==> config.mk <==
export PLATFORM = sky130hd
export DESIGN_NAME = uhil_mod_unit
export DESIGN_NICKNAME = d
export VERILOG_FILES = /design/src/rtl/universal_hash_interval_lookup_core_assert.svh /design/src/rtl/uhil_pkg.sv /design/src/rtl/uhil_mod_unit.sv
export SDC_FILE = /design/constraint.sdc
export NUM_CORES = 1
export LEC_CHECK = 0
export ABC_AREA = 1
export BUFFER_PORTS_ARGS = -buffer_cell sky130_fd_sc_hd__buf_2
export CORE_ASPECT_RATIO = 0.7
export CORE_MARGIN = 4
export CORE_UTILIZATION = 60
export DETAILED_ROUTE_END_ITERATION = 8
export GPL_TIMING_DRIVEN = 0
export PLACE_DENSITY_LB_ADDON = 0.1
export SYNTH_ARGS = -nofsm -noshare
export SYNTH_HDL_FRONTEND = slang
export SYNTH_SLANG_ARGS = --single-unit
export TNS_END_PERCENT = 50
==> constraint.sdc <==
create_clock -name clk -period 4.15 [get_ports clk]
set_clock_uncertainty 0.15 [all_clocks]
set_input_delay 0.2075 -clock clk [delete_from_list [all_inputs] [get_ports clk]]
set_output_delay 0.2075 -clock clk [all_outputs]
set_load 0.01 [all_outputs]
==> src/rtl/universal_hash_interval_lookup_core_assert.svh <==
// Assertion macros for the hash interval lookup core.
// Used by the top level; expects clk and rst_n in scope.
`ifndef UNIVERSAL_HASH_INTERVAL_LOOKUP_CORE_ASSERT_SVH
`define UNIVERSAL_HASH_INTERVAL_LOOKUP_CORE_ASSERT_SVH
`ifndef ASSERT_OFF
`define ASSERT_IMP(lbl, cond, prop) \
    lbl: assert property (@(posedge clk) disable iff (!rst_n) (cond) |-> (prop)) \
        else $error("assertion failed: same-cycle implication");
`define ASSERT_NXT(lbl, cond, prop) \
    lbl: assert property (@(posedge clk) disable iff (!rst_n) (cond) |=> (prop)) \
        else $error("assertion failed: next-cycle implication");
`else
`define ASSERT_IMP(lbl, cond, prop)
`define ASSERT_NXT(lbl, cond, prop)
`endif
`endif

==> src/rtl/uhil_pkg.sv <==
// Shared types and constants of the hash interval lookup core.
// No dependencies.
`timescale 1ns / 1ps

package uhil_pkg;

    localparam int KEY_W   = 32;
    localparam int SLOT_W  = 14;
    localparam int CNT_W   = 15;
    localparam int TOTAL_W = 13;
    localparam int OCC_W   = 32;
    localparam int DVD_W   = 33;
    localparam int STEP_W  = 6;
    localparam logic [STEP_W-1:0] MOD_STEPS = 6'd33;

    typedef enum logic [1:0] {
        OP_FIND = 2'd0,
        OP_CELL = 2'd1,
        OP_ITEM = 2'd2
    } opcode_t;

    typedef enum logic [1:0] {
        CFG_MULT  = 2'd0,
        CFG_ADD   = 2'd1,
        CFG_MOD   = 2'd2,
        CFG_TOTAL = 2'd3
    } cfg_idx_t;

    typedef enum logic [3:0] {
        S_IDLE,
        S_MUL,
        S_GO,
        S_WAIT,
        S_ADD,
        S_TOTAL,
        S_BREAD,
        S_BLOAD,
        S_IREAD,
        S_ICMP,
        S_FIN
    } state_t;

    typedef enum logic [1:0] {
        RED_P1,
        RED_P2,
        RED_TOTAL
    } red_t;

    typedef struct packed {
        logic [SLOT_W-1:0] start;
        logic [CNT_W-1:0]  count;
    } bucket_cell_t;

    typedef struct packed {
        logic [KEY_W-1:0] left;
        logic [KEY_W-1:0] right;
        logic [OCC_W-1:0] occ;
    } item_rec_t;

    typedef struct packed {
        logic             start;
        logic [DVD_W-1:0] dividend;
        logic [KEY_W-1:0] divisor;
    } mod_req_t;

    typedef struct packed {
        logic             busy;
        logic             done;
        logic [KEY_W-1:0] rem;
    } mod_rsp_t;

endpackage

==> src/rtl/uhil_mod_unit.sv <==
// Shared restoring remainder unit, one dividend bit per cycle.
// Depends on uhil_pkg.
`timescale 1ns / 1ps

module uhil_mod_unit (
    input  logic               clk,
    input  logic               rst_n,
    input  uhil_pkg::mod_req_t req,
    output uhil_pkg::mod_rsp_t rsp
);
    import uhil_pkg::*;

    logic              busy_reg;
    logic [STEP_W-1:0] cnt_reg;
    logic [DVD_W-1:0]  dvd_reg;
    logic [KEY_W-1:0]  rem_reg;
    logic [KEY_W-1:0]  dsr_reg;
    logic [DVD_W-1:0]  shifted;
    logic [DVD_W-1:0]  diff;
    logic              ge;

    always_comb
    begin
        shifted = {rem_reg, dvd_reg[DVD_W-1]};
        ge      = shifted >= {1'b0, dsr_reg};
        diff    = shifted - {1'b0, dsr_reg};
    end

    always_ff @(posedge clk or negedge rst_n)
    begin
        if (!rst_n)
        begin
            busy_reg <= 1'b0;
            cnt_reg  <= '0;
        end
        else if (req.start)
        begin
            busy_reg <= 1'b1;
            cnt_reg  <= MOD_STEPS;
        end
        else if (busy_reg)
        begin
            if (cnt_reg != '0)
                cnt_reg <= cnt_reg - 1'b1;
            else
                busy_reg <= 1'b0;
        end
    end

    always_ff @(posedge clk)
    begin
        if (req.start)
        begin
            dvd_reg <= req.dividend;
            rem_reg <= '0;
            dsr_reg <= req.divisor;
        end
        else if (busy_reg && cnt_reg != '0)
        begin
            // remainder stays below the divisor, so 32 bits always hold it
            rem_reg <= ge ? diff[KEY_W-1:0] : shifted[KEY_W-1:0];
            dvd_reg <= {dvd_reg[DVD_W-2:0], 1'b0};
        end
    end

    assign rsp.busy = busy_reg;
    assign rsp.done = busy_reg && (cnt_reg == '0);
    assign rsp.rem  = rem_reg;

endmodule

==> impl_metrics.yaml, run 1 <==
timing:
  finalCritPeriodShare_pct: 64.48
  tightest_slew_ns: 0.8836
  hold_viol_final: 0
  fin_setup_tns_ns: 0
  maxSlewHeadroom_pct: 41.09
  grt_setup_unrepaired: "false"
  setup_violations: 0
  drv_slew: 0
  min_period_ns: 2.676
  fmax_ghz: 0.3737
  layout_setup_ws_ns: 1.474
power:
  pwr_density_cell_nw_per_um2: 675.8
  ir_worst_vdd_uv: 399.3
  total_power_uw: 5780
  p_leak_uw: 0.004724
floorplanning:
  die_area_um2: 13370
  boundaryPins: 102
  core_um2: 11170
  initial_core_util_pct: 62.10
  fp.dieH_um: 97.96
  die_w_um: 136.5
  std_cell_rows: 32
final_layout:
  nets: 1279
  largest_reg_flops: 33
  area_growth_pct: 23.30
  final_core_util_pct: 76.57
  drive_above_1_share_pct: 13.21
  antenna_cells: 0
place:
  io_buffers: 101
  post-place-ws_ns: 1.189
  dp_hpwl_um: 14220
  place_congestion: 1.017
worst_setup_path:
  required_ns: 4.10
  r2r_cells: 9
  worstSetupPathType: "flip-flop to flip-flop"
  r2r_slack_ns: 1.47
  critical_path.endpoint_type: "flip-flop"
  path_max_fanout: 27
  cp_common_cell: "inv_1"
  cp_slowest_stage_delay_ns: 0.45
  crit_arrival_ns: 2.63
  crit_path_cell_trace: "inv_1 -> ha_1 -> nand3_1 -> nand2_1 -> inv_1 -> nor2_1 -> inv_1 -> clkbuf_2 -> buf_12"
  slowest_stage: "nor2_1"
  worstSetupStartpointType: "flip-flop"
global_routing:
  grt_max_degree: 35
  grt_pass1_vias: 6551
  antenna_found_initial: 0
  overflow: 0
  grtUsageTotal_pct: 30.97
  grt_pass1_wl_um: 32420
clock_network:
  cts_tree: "done"
  cts_max_path_buffers: 2
  postCtsSetupRepairBufs: 0
  cts-root-buf: "clkbuf_16"
  cts.htree.levels: 3
  cts_resized: 0
  cts_num_sinks: 104
  ctsHoldBuffers: 61
  insertion_delay_ns: 0.36
  clk_pin_slew_ns: 0.08
  cts_buffers: 9
synth:
  yosys-top-cells-count: "nand2_1 (418), inv_1 (183), nand3_1 (74), edfxtp_1 (65), nor2_1 (42)"
  synthCells: 1002
  synth_top_family_by_area: "simple AND/OR/NAND/NOR gates"
  synth.yosys.seq_area_share_pct: 39.90
  synth-xor-area-share_pct: 1.894
  synth_edf_count: 65
  yosysWarnings: 0
  ys_top_cells_by_area: "edfxtp_1 (28%), nand2_1 (23%), inv_1 (9.9%)"
  ys_ff_latch: 104
  yosys.area.top_type: "edfxtp_1"
  synth_compound_area_share_pct: 3.698
  syn_avg_cell_area_um2: 6.923
  synthMuxAreaShare_pct: 0
  ys_types: 36
  synth_top_area_share_pct: 28.14
  synthesis.area_um2: 6937
  yosys.area_share.adder_pct: 6.421
  synthesis.nets: 1105
  yosysMostFrequentCell: "nand2_1"
  synth_async_sr_flop_share_pct: 6.731
  yosys.area_share.simple_pct: 35.91
  synth_flop_cell: "edfxtp_1"
detailed_routing:
  wirelength_um: 20280
  drt_pass1_iterations: 5
  drtAntennaViolNets: 0
  via_per_inst: 5.165
  drt_iter0_markers: 640
  wire_per_inst_um: 15.20
  num_vias: 6890
  drc: 0
run:
  max_cap_violations: 0
run_status:
  outcome: "complete, no violations"
min_path:
  hold_depth: 3
  hp-class: "input pin to flip-flop"
[worst max-delay path, delay by kind of cell, from the launching register on]
family        cells  cell delay (ns)
simple gates      3             0.65
buf+inv           5             1.03
fa+ha+maj         1             0.17
flops             1             0.40
[worst paths after layout]
check / start / endpoint
max: cnt_reg[0]$_DFFE_PN0P_ / dvd_reg[2]$_DFFE_PP_
min: req[36] / dvd_reg[4]$_DFFE_PP_
max reg2reg: cnt_reg[0]$_DFFE_PN0P_ / dvd_reg[2]$_DFFE_PP_
min reg2reg: rem_reg[16]$_SDFFE_PP0P_ / rem_reg[16]$_SDFFE_PP0P_
max in group asynchronous: rst_n / cnt_reg[1]$_DFFE_PN0P_
min in group asynchronous: rst_n / cnt_reg[5]$_DFFE_PN0P_
[through the flow]
| stage | instance area, um2 | hold slack (ns) | instances |
|---|---|---|---|
| global placement | 7634 | -0.1019 | 1256 |
| CTS | 8553 | 0.0002832 | 1334 |
| global route | 8553 | 0.01570 | 1334 |
| floorplan | 6937 | -0.2381 | 1002 |
| detailed placement | 7655 | -0.1001 | 1257 |
| finish | 8553 | 0.001448 | 1334 |
[layout by cell type, fill, tap and decap left out, types with 2 or more instances in the layout]
| cell | instances |
|---|---|
| clkbuf_16 | 9 |
| dfrtp_1 | 7 |
| nor2_4 | 2 |
| inv_6 | 4 |
| o21a_1 | 2 |
| o21bai_1 | 2 |
| o21ai_1 | 11 |
| and2_1 | 2 |
| buf_2 | 107 |
| nand2_4 | 2 |
| nand2_2 | 4 |
| nand2_1 | 418 |
| nand4_1 | 9 |
| edfxtp_1 | 65 |
| clkbuf_1 | 8 |
| inv_1 | 183 |
| o21ai_0 | 6 |
| nor3_1 | 6 |
| dlygate4sd3_1 | 61 |
| nand3_1 | 74 |
| nor2_2 | 6 |
| clkinv_1 | 2 |
| ha_1 | 34 |
| inv_2 | 4 |
| nor2_1 | 42 |
| nand3_2 | 7 |
| xnor2_1 | 14 |
| a21oi_1 | 27 |
| nand3b_1 | 14 |
| buf_6 | 3 |
| dfxtp_1 | 32 |
| buf_4 | 3 |
[metal layers]
metal / up-vias / GRT usage (%) / share of wire, %
met4: 0 / 7.359 / 1.6
met3: 30 / 5.149 / 9.3
met2: 315 / 47.77 / 44
li1: 3445 / - / -
met1: 3100 / 45.60 / 45
met5: - / 0 / 0
[final cells by class]
| class | instances | area, um2 |
|---|---|---|
| clock buffers | 9 | 225.2 |
| repair buffers | 163 | 1136 |
| inverters | 188 | 705.7 |
| multi-input cells | 687 | 3324 |
| flip-flops and latches | 104 | 2768 |
| clock inverters | 7 | 62.56 |
| well taps | 153 | 191.4 |
| plain buffers | 23 | 140.1 |
| fillers | 847 | 2618 |
[power breakdown]
part	internal [uW]	total, uW	switching [uW]	leakage (uW)
Sequential	1420	1630	213	0.00102
Combinational	1220	3310	2090	0.00356
Clock	420	842	422	0.000138
Total	3060	5780	2720	0.00472
[logic make-up (layout without fill, tap and decap cells)]
logic type | count (synthesis) | after routing
AO/OA/AOI/OAI | 49 | 49
flip-flops | 104 | 104
adder cells (fa/ha/maj) | 35 | 35
XOR/XNOR | 15 | 15
AND/OR/NAND/NOR | 588 | 588
buffers and inverters | 211 | 390
No activity file was read; power rests on OpenSTA's default activity.
==> inputs of run 2 (changes only) <==
- CORE_UTILIZATION: 60 -> 58
- clock period: 4.15 -> 2.8 ns (I/O delays scaled with it)
==> impl_metrics.yaml, run 2 (synthesis results as in run 1) <==
run_status:
  outcome: "complete, no violations"
worst_setup_path:
  cp_common_cell: "nand2_1"
  worstSetupStartpointType: "flip-flop"
  crit_arrival_ns: 2.68
  path_max_fanout: 4
  cp_slowest_stage_delay_ns: 0.43
  r2r_slack_ns: 0.22
  path_buf_inv: 2
  crit_path_cell_trace: "inv_1 -> ha_1 -> inv_1 -> fa_1 -> nand3_1 -> nand3_1 -> nand2_1 -> nand2_1 -> nand2_1 -> nand2_1 -> nand2_1 -> nand2_1 -> nand2_1 -> nand3_2 -> nand2_1 -> nand2_1"
  slowest_stage: "fa_1"
  critical_path.endpoint_type: "flip-flop"
  r2r-start: "dvd_reg[32]$_DFFE_PP_"
  cp_top_family: "simple AND/OR/NAND/NOR gates"
  worstSetupPathType: "flip-flop to flip-flop"
  reg2reg_to: "rem_reg[28]$_SDFFE_PP0P_"
  required_ns: 2.91
  r2r_cells: 16
floorplanning:
  std_cell_rows: 33
  core_um2: 11690
  fp.dieH_um: 99.50
  initial_core_util_pct: 59.36
  die_area_um2: 13800
  die_w_um: 138.7
  boundaryPins: 102
clock_network:
  cts_num_sinks: 104
  insertion_delay_ns: 0.36
  cts_resized: 0
  ctsHoldBuffers: 67
  cts.htree.levels: 3
  clk_pin_slew_ns: 0.08
  cts_max_path_buffers: 2
  cts_tree: "done"
  cts-root-buf: "clkbuf_16"
  cts_buffers: 9
  postCtsSetupRepairBufs: 0
timing:
  grt_setup_unrepaired: "false"
  maxSlewHeadroom_pct: 40.56
  layout_setup_ws_ns: 0.2237
  hold_viol_final: 0
  setup_violations: 0
  tightest_slew_ns: 0.8917
  finalCritPeriodShare_pct: 92.01
  fmax_ghz: 0.3881
  fin_setup_tns_ns: 0
  drv_slew: 0
  min_period_ns: 2.576
global_routing:
  grt_pass1_wl_um: 31660
  grtUsageTotal_pct: 28.75
  grt_max_degree: 36
  antenna_found_initial: 0
  grt_pass1_vias: 6392
  overflow: 0
final_layout:
  antenna_cells: 0
  final_common_cell: "nand2_1"
  multiInputGateArea_um2: 3324
  final_core_util_pct: 73.86
  nets: 1285
  final.fill_count: 988
  largest_reg_flops: 33
  layout_common_cells: "nand2_1 (418), inv_1 (183), buf_2 (107)"
  area_growth_pct: 24.42
  drive_above_1_share_pct: 13.23
  seq_area_um2: 2768
min_path:
  hold_depth: 1
  hold_path_end: "dsr_reg[2]$_DFFE_PP_"
  min_from: "req[65]"
  hp-class: "input pin to flip-flop"
detailed_routing:
  drt_iter0_markers: 638
  via_per_inst: 5.028
  drt_pass1_iterations: 5
  wire_per_inst_um: 14.30
  num_vias: 6758
  wirelength_um: 19220
  drtAntennaViolNets: 0
  drc: 0
power:
  ir_worst_vdd_uv: 578.8
  p_leak_uw: 0.004754
  pwr_density_cell_nw_per_um2: 993.5
run:
  max_cap_violations: 0
place:
  post-place-ws_ns: 0.03843
  io_buffers: 101
  place_congestion: 1.056
  dp_hpwl_um: 13930
## run 2: power by group
part	internal [uW]	total, uW	switching [uW]
Sequential	2100	2400	303
Combinational	1820	4880	3060
Clock	631	1290	659
Total	4550	8580	4030
## run 2: worst max path at each step
stage | cells after the start | startpoint | endpoint | slack, ns
floorplan | 8 | cnt_reg[0]$_DFFE_PN0P_ | dvd_reg[0]$_SDFFCE_PN0P_ | 0.1
global placement | 5 | req[65] | dvd_reg[9]$_DFFE_PP_ | -1.19
detailed placement | 6 | req[65] | dvd_reg[9]$_DFFE_PP_ | 0.04
CTS | 16 | dvd_reg[32]$_DFFE_PP_ | rem_reg[28]$_SDFFE_PP0P_ | 0.25
global route | 16 | dvd_reg[32]$_DFFE_PP_ | rem_reg[28]$_SDFFE_PP0P_ | 0.001
finish | 16 | dvd_reg[32]$_DFFE_PP_ | rem_reg[28]$_SDFFE_PP0P_ | 0.22
## run 2: routing by layer
metal  up-vias  global-route usage [%]  wire [um]
li1       3453                       -          -
met4         0                   5.865        247
met2       266                   44.57       8185
met1      3018                   41.27       8819
met5         -                       0          0
met3        21                   7.352       1969
## run 2: area by class of cell
cell class / count / area share, %
Inverter: 188 / 8.176
Tap cell: 157 / 2.276
Timing Repair Buffer: 169 / 13.86
Multi-Input combinational cell: 687 / 38.52
Buffer: 23 / 1.624
Clock buffer: 9 / 2.609
Sequential cell: 104 / 32.07
Clock inverter: 7 / 0.8698
## run 2: per-stage QoR
stage	total power [uW]	instance area (um2)	hold WS [ns]	instances
6_report	8575	8631	0.3025	1344
5_1_grt	9311	8631	0.3386	1344
4_1_cts	8488	8631	0.3083	1344
3_5_place_dp	7122	7660	-0.1697	1261
3_3_place_gp	7018	7639	-0.1660	1260
2_1_floorplan	5839	6937	-0.3056	1002
